$ cat src/hw/rtl/ihnm_pkg.sv
// Shared types and constants for the inode handle namespace map.
`timescale 1ns / 1ps

package ihnm_pkg;

   localparam int NUM_VOLUMES_DEF     = 16;
   localparam int MAPS_PER_VOLUME_DEF = 16;

   localparam int CNT_W     = 5;
   localparam int VOL_W     = 4;
   localparam int INODE_W   = 24;
   localparam int DEV_W     = 16;
   localparam int NS_W      = 8;
   localparam int HANDLE_W  = 32;
   localparam int PAIR_W    = DEV_W + NS_W;
   localparam int IDX_LSB   = 28;
   localparam int IDX_W     = HANDLE_W - IDX_LSB;

   localparam logic [1:0] RES_FAIL = 2'd0;
   localparam logic [1:0] RES_FWD  = 2'd1;
   localparam logic [1:0] RES_REV  = 2'd2;

   typedef struct packed {
      logic                cmd;
      logic [VOL_W-1:0]    volume;
      logic [INODE_W-1:0]  inode;
      logic [DEV_W-1:0]    dev;
      logic [NS_W-1:0]     name_space;
      logic [HANDLE_W-1:0] handle;
   } req_word_type;

   typedef struct packed {
      logic                ok;
      logic [HANDLE_W-1:0] handle_out;
      logic [INODE_W-1:0]  inode_out;
      logic [DEV_W-1:0]    dev_out;
      logic [NS_W-1:0]     name_space_out;
   } rsp_word_type;

   typedef struct packed {
      logic       load_req;
      logic       load_cnt;
      logic       inc_k;
      logic       wr_pair;
      logic       load_rsp;
      logic [1:0] rsp_kind;
   } ihnm_cmd_type;

   typedef struct packed {
      logic reject;
      logic is_rev;
      logic rev_hit;
      logic k_lt_cnt;
      logic has_room;
      logic match;
      logic rsp_free;
   } ihnm_status_type;

endpackage

$ cat src/hw/rtl/ihnm_ctrl.sv
// Controller: sequences count lookup, entry search, append and result load.
`timescale 1ns / 1ps

module ihnm_ctrl (
   input  logic                      clock,
   input  logic                      reset,
   input  logic                      req_valid,
   output logic                      req_ready,
   input  ihnm_pkg::ihnm_status_type status,
   output ihnm_pkg::ihnm_cmd_type    cmd
);
   import ihnm_pkg::*;

   localparam logic [3:0] ST_IDLE     = 4'd0;
   localparam logic [3:0] ST_LOOK     = 4'd1;
   localparam logic [3:0] ST_DECIDE   = 4'd2;
   localparam logic [3:0] ST_SREAD    = 4'd3;
   localparam logic [3:0] ST_SCMP     = 4'd4;
   localparam logic [3:0] ST_RWAIT    = 4'd5;
   localparam logic [3:0] ST_FIN_FAIL = 4'd6;
   localparam logic [3:0] ST_FIN_FWD  = 4'd7;
   localparam logic [3:0] ST_FIN_REV  = 4'd8;

   logic [3:0] state_ff;
   logic [3:0] state_in;

   assign req_ready = state_ff == ST_IDLE;

   always_comb begin
      state_in = state_ff;
      cmd      = '0;
      case (state_ff)
         ST_IDLE: begin
            if (req_valid) begin
               cmd.load_req = 1'b1;
               state_in     = ST_LOOK;
            end
         end
         ST_LOOK: begin
            cmd.load_cnt = 1'b1;
            state_in     = ST_DECIDE;
         end
         ST_DECIDE: begin
            if (status.reject) begin
               state_in = ST_FIN_FAIL;
            end else if (status.is_rev) begin
               state_in = status.rev_hit ? ST_RWAIT : ST_FIN_FAIL;
            end else begin
               state_in = ST_SREAD;
            end
         end
         ST_SREAD: begin
            if (status.k_lt_cnt) begin
               state_in = ST_SCMP;
            end else if (status.has_room) begin
               cmd.wr_pair = 1'b1;
               state_in    = ST_FIN_FWD;
            end else begin
               state_in = ST_FIN_FAIL;
            end
         end
         ST_SCMP: begin
            if (status.match) begin
               state_in = ST_FIN_FWD;
            end else begin
               cmd.inc_k = 1'b1;
               state_in  = ST_SREAD;
            end
         end
         ST_RWAIT: begin
            state_in = ST_FIN_REV;
         end
         ST_FIN_FAIL: begin
            cmd.rsp_kind = RES_FAIL;
            if (status.rsp_free) begin
               cmd.load_rsp = 1'b1;
               state_in     = ST_IDLE;
            end
         end
         ST_FIN_FWD: begin
            cmd.rsp_kind = RES_FWD;
            if (status.rsp_free) begin
               cmd.load_rsp = 1'b1;
               state_in     = ST_IDLE;
            end
         end
         ST_FIN_REV: begin
            cmd.rsp_kind = RES_REV;
            if (status.rsp_free) begin
               cmd.load_rsp = 1'b1;
               state_in     = ST_IDLE;
            end
         end
         default: begin
            state_in = ST_IDLE;
         end
      endcase
   end

   always_ff @(posedge clock) begin
      if (reset) begin
         state_ff <= ST_IDLE;
      end else begin
         state_ff <= state_in;
      end
   end

endmodule

$ cat config.mk
export PLATFORM = sky130hd
export DESIGN_NAME = ihnm_ctrl
export DESIGN_NICKNAME = d
export VERILOG_FILES = /design/src/hw/rtl/ihnm_pkg.sv /design/src/hw/rtl/ihnm_ctrl.sv
export SDC_FILE = /design/constraint.sdc
export NUM_CORES = 1
export LEC_CHECK = 0
export ABC_AREA = 1
export BUFFER_PORTS_ARGS = -buffer_cell sky130_fd_sc_hd__buf_2
export CAP_MARGIN = 20
export CORE_AREA = 2 2 39 41
export DETAILED_ROUTE_END_ITERATION = 7
export DIE_AREA = 0 0 41 43
export PLACE_DENSITY_LB_ADDON = 0.12
export SLEW_MARGIN = 20
export SYNTH_ARGS = -nofsm -noshare
export SYNTH_HDL_FRONTEND = slang
export SYNTH_SLANG_ARGS = --single-unit
$ cat constraint.sdc
create_clock -name clock -period 1.55 [get_ports clock]
set_clock_uncertainty 0.1 [all_clocks]
set_input_delay 0.0775 -clock clock [delete_from_list [all_inputs] [get_ports clock]]
set_output_delay 0.0775 -clock clock [all_outputs]
set_load 0.02 [all_outputs]
Word level (Yosys, flattened, before mapping)
Cells that the tools add are included.
{"block": "op_classes", "n_eq_ne": 10, "muxes": 19, "reduce_logical": 3}
{"cell": "case mux 4 bit (7 select lines)", "n": 1}
{"cell": "== test 4 x 3 -> 1 bit (second input constant)", "n": 4}
{"cell": "2-to-1 mux 4 bit", "n": 3}
{"cell": "2-to-1 mux 1 bit", "n": 10}
{"cell": "2-to-1 mux 3 bit", "n": 3}
{"cell": "case mux 3 bit (3 select lines)", "n": 1}
{"cell": "== test 4 x 2 -> 1 bit (second input constant)", "n": 2}
{"cell": "== test 4 x 1 -> 1 bit (second input constant)", "n": 1}
{"cell": "== test 4 bit (second input constant)", "n": 1}
{"cell": "zero test 4 bit", "n": 1}
{"cell": "OR reduction 3 bit", "n": 1}
{"cell": "2-to-1 mux 2 bit", "n": 1}
{"cell": "!= test 2 x 1 -> 1 bit (second input constant)", "n": 1}
{"cell": "!= test 2 bit (second input constant)", "n": 1}
{"cell": "AND reduction 2 bit", "n": 1}
{"block": "totals", "reg_bits": 4, "in_bits": 10, "out_inout_bits": 8, "word_cells": 33}

Logic depth before layout (Yosys ltp)
{"block": "depth", "ltp_word": 4, "depth_mapped": 8, "ltp_nobuf": 8}

Worst setup path before layout
OpenSTA, ideal clock, no wires.
{"block": "synth_timing", "path_type": "flip-flop to output port", "from": "reg state_ff[2]", "to": "out cmd[2] (netlist bit)", "t_arrival_ns": 0.995, "required_time_ns": 1.372, "slack_ns": 0.377, "stages_incl_launch_ff": 5, "n_path_buf": 0, "path_cell_list": "dfxtp_1 inv_2 nor2_2 nand2_1 a21oi_1"}
{"item": "from (decl)", "line": "ihnm_ctrl.sv:24", "rtl": "logic [3:0] state_ff;"}
{"item": "from (signal assigned)", "line": "ihnm_ctrl.sv:104", "rtl": "state_ff <= state_in;"}
{"item": "to (decl)", "line": "ihnm_ctrl.sv:10", "rtl": "output ihnm_pkg::ihnm_cmd_type cmd"}

==> results.json <==
{
  "cts_setup_buffers": 0,
  "h-tree-depth": 1,
  "vias": 433,
  "clk_pin_slew_ns": 0.03,
  "die_h_um": 43,
  "yosysTopAreaCell": "dfxtp_1",
  "drt-initial-drc-count": 11,
  "clk_path_buf_depth": 2,
  "ys_ff_latch": 4,
  "layout.nets": 98,
  "p_leak_nw": 0.3078,
  "area.growth.synth_to_final_pct": 37.41,
  "root_buffer": "clkbuf_4",
  "dr.pass1.iters": 4,
  "port_buffers": 17,
  "hold_viol_final": 0,
  "grt_pass1_wl_mm": 1.317,
  "cp-end-kind": "output pin",
  "slowest_delay_ns": 0.38,
  "ios": 18,
  "p_comb_frac": 0.633,
  "drv_slew": 0,
  "hold_path.class": "in -> reg",
  "cts_buffers": 3,
  "vdd_ir_drop_max_mv": 0.5370,
  "p_sw_mw": 0.4660,
  "tns_ns": 0,
  "netlist-cell-type-count": 15,
  "syn_inst": 65,
  "design.core.area_um2": 1384,
  "synth_nets": 75,
  "drc_errors": 0,
  "setup_violations": 0,
  "num_rows": 14,
  "slowest_stage": "dfxtp_1",
  "crit_required_ns": 1.37,
  "n_fill_cell": 162,
  "cts_sinks": 4,
  "grt_usage": 0.1103,
  "grt_max_degree": 7,
  "routed_wl_um": 861,
  "die_w_um": 41,
  "p_int_mw": 0.4283,
  "critPathLaunchType": "flip-flop",
  "avgSynthCellArea_um2": 5.659,
  "critical_path_class": "reg -> out",
  "drtAntennaViolNets": 0,
  "cts_resized": 0,
  "synthesis.area_um2": 367.9,
  "fin_crit_sh": 0.9254,
  "period_needed_ns": 1.434,
  "power_density_nw_per_um2": 1769,
  "maxCapViolations": 0,
  "hpwl_um": 733,
  "initial_utilization": 0.2658,
  "timing.fmax_ghz": 0.6972,
  "cts_tree": "done",
  "die_area_um2": 1763,
  "slew_headroom": 0.8281,
  "clockPowerShare": 0.136,
  "tightest_slew_ns": 0.2575,
  "ys_seq_area_frac": 0.2177,
  "drive_above_1_share": 0.3953,
  "clk_latency_ns": 0.23,
  "yosys-top-cells-area": "dfxtp_1 22%, nand2_1 15%, inv_1 12%",
  "diodes": 0,
  "largest_reg_flops": 4,
  "rsz0062_at_grt": "false",
  "grt_pass1_vias": 343,
  "cp_cell_sequence": "inv_2 -> nor2_2 -> nand2_1 -> a21oi_1 -> buf_2",
  "worstPathArrival_ns": 1.26,
  "antenna_found_initial": 0,
  "post_drt_wl_per_cell_um": 8.441,
  "grt.overflow.total": 0,
  "p_total_mw": 0.8943,
  "synth.yosys.warnings": 0,
  "avgViaCountPerCell": 4.245,
  "largest-register": "state_ff",
  "switching_share": 0.5210,
  "status": "complete, no violations",
  "gp_congestion": 0.7138,
  "worstPathMaxFanout": 4,
  "top_regs": "state_ff: 4 flops",
  "p_seq_frac": 0.231,
  "synth_top_area_share": 0.2177
}
[area by class of cell]
type                       count  area [µm²]  share of cell area
multi-input combinational     46       231.5              0.4579
tap                           16       20.02             0.03960
inverter                      15       56.30              0.1114
clock buffer                   3       22.52             0.04455
timing repair buffer          18       95.09              0.1881
sequential                     4       80.08              0.1584
[cells by family (layout without fill, tap and decap cells)]
group / count (synthesis) / count (layout) / synth area share
simple gates: 37 / 37 / 0.4966
flops: 4 / 4 / 0.2177
buf+inv: 15 / 36 / 0.1531
compound gates: 9 / 9 / 0.1327
[final timing paths]
kind | end | from | cells past startpoint | slack [ns]
min reg2reg | state_ff[3] | state_ff[3] | 2 | 0.44
max | cmd[2] | state_ff[2] | 5 | 0.12
max reg2reg | state_ff[0] | state_ff[2] | 8 | 0.29
min | state_ff[0] | req_valid | 6 | 0.17
[cells in the mapped netlist]
library cell	n
a21oi_1	6
a21oi_2	1
dfxtp_1	4
inv_1	12
inv_2	3
nand2_1	15
nand2_2	5
nand2_4	1
nand3_1	4
nand4_1	1
nor2_1	6
nor2_2	3
nor2_4	1
nor3_1	1
o21ai_0	2
[critical path, delay by kind of cell, from the launching register on]
kind	cells	cell delay (ns)
DFF	1	0.38
and+or+nand+nor	2	0.25
AOI/OAI and AO/OA	1	0.15
buffers and inverters	2	0.24
[layer usage]
layer  global-route usage  vias up  part of all wire
met1               0.1571      186              0.48
met5                    0        -                 0
met2               0.1531        9              0.47
li1                     -      238                 -
met3              0.01571        0             0.050
met4              0.06000        0                 0
[cell usage in the layout (no fill, tap or decap), drive strengths merged]
cell | Yosys | routed
nor2 | 10 | 10
nor3 | 1 | 1
nand4 | 1 | 1
a21oi | 7 | 7
buf | 0 | 17
nand2 | 21 | 21
clkbuf | 0 | 3
nand3 | 4 | 4
o21ai | 2 | 2
dfxtp | 4 | 4
inv | 15 | 15
dlygate4sd3 | 0 | 1
[repair_timing]
item,CTS,global route
endpoints found under the hold margin,4,0
endpoints found under the setup margin,0,0
hold buffers,1,0
[per-stage QoR]
stage	hold slack [ns]	cell area [µm²]	cells	worst slack [ns]	utilization
finish	0.1684	505.5	102	0.1156	0.3653
global route	0.1946	505.5	102	0.01156	0.3653
CTS	0.1630	505.5	102	0.09442	0.3653
detailed placement	0.1910	473.0	98	0.2837	0.3418
global placement	0.1910	473.0	98	0.2580	0.3418
floorplan	0.03994	367.9	65	0.3772	-
[power groups by stage]
stage	clock network (mW)	logic [mW]	registers [mW]
after floorplan	0	0.438	0.193
after global placement	0	0.579	0.210
after detailed placement	0	0.572	0.209
after CTS	0.130	0.575	0.208
after global routing	0.134	0.653	0.217
final	0.122	0.566	0.207
Power figures use the tool's default switching activity.
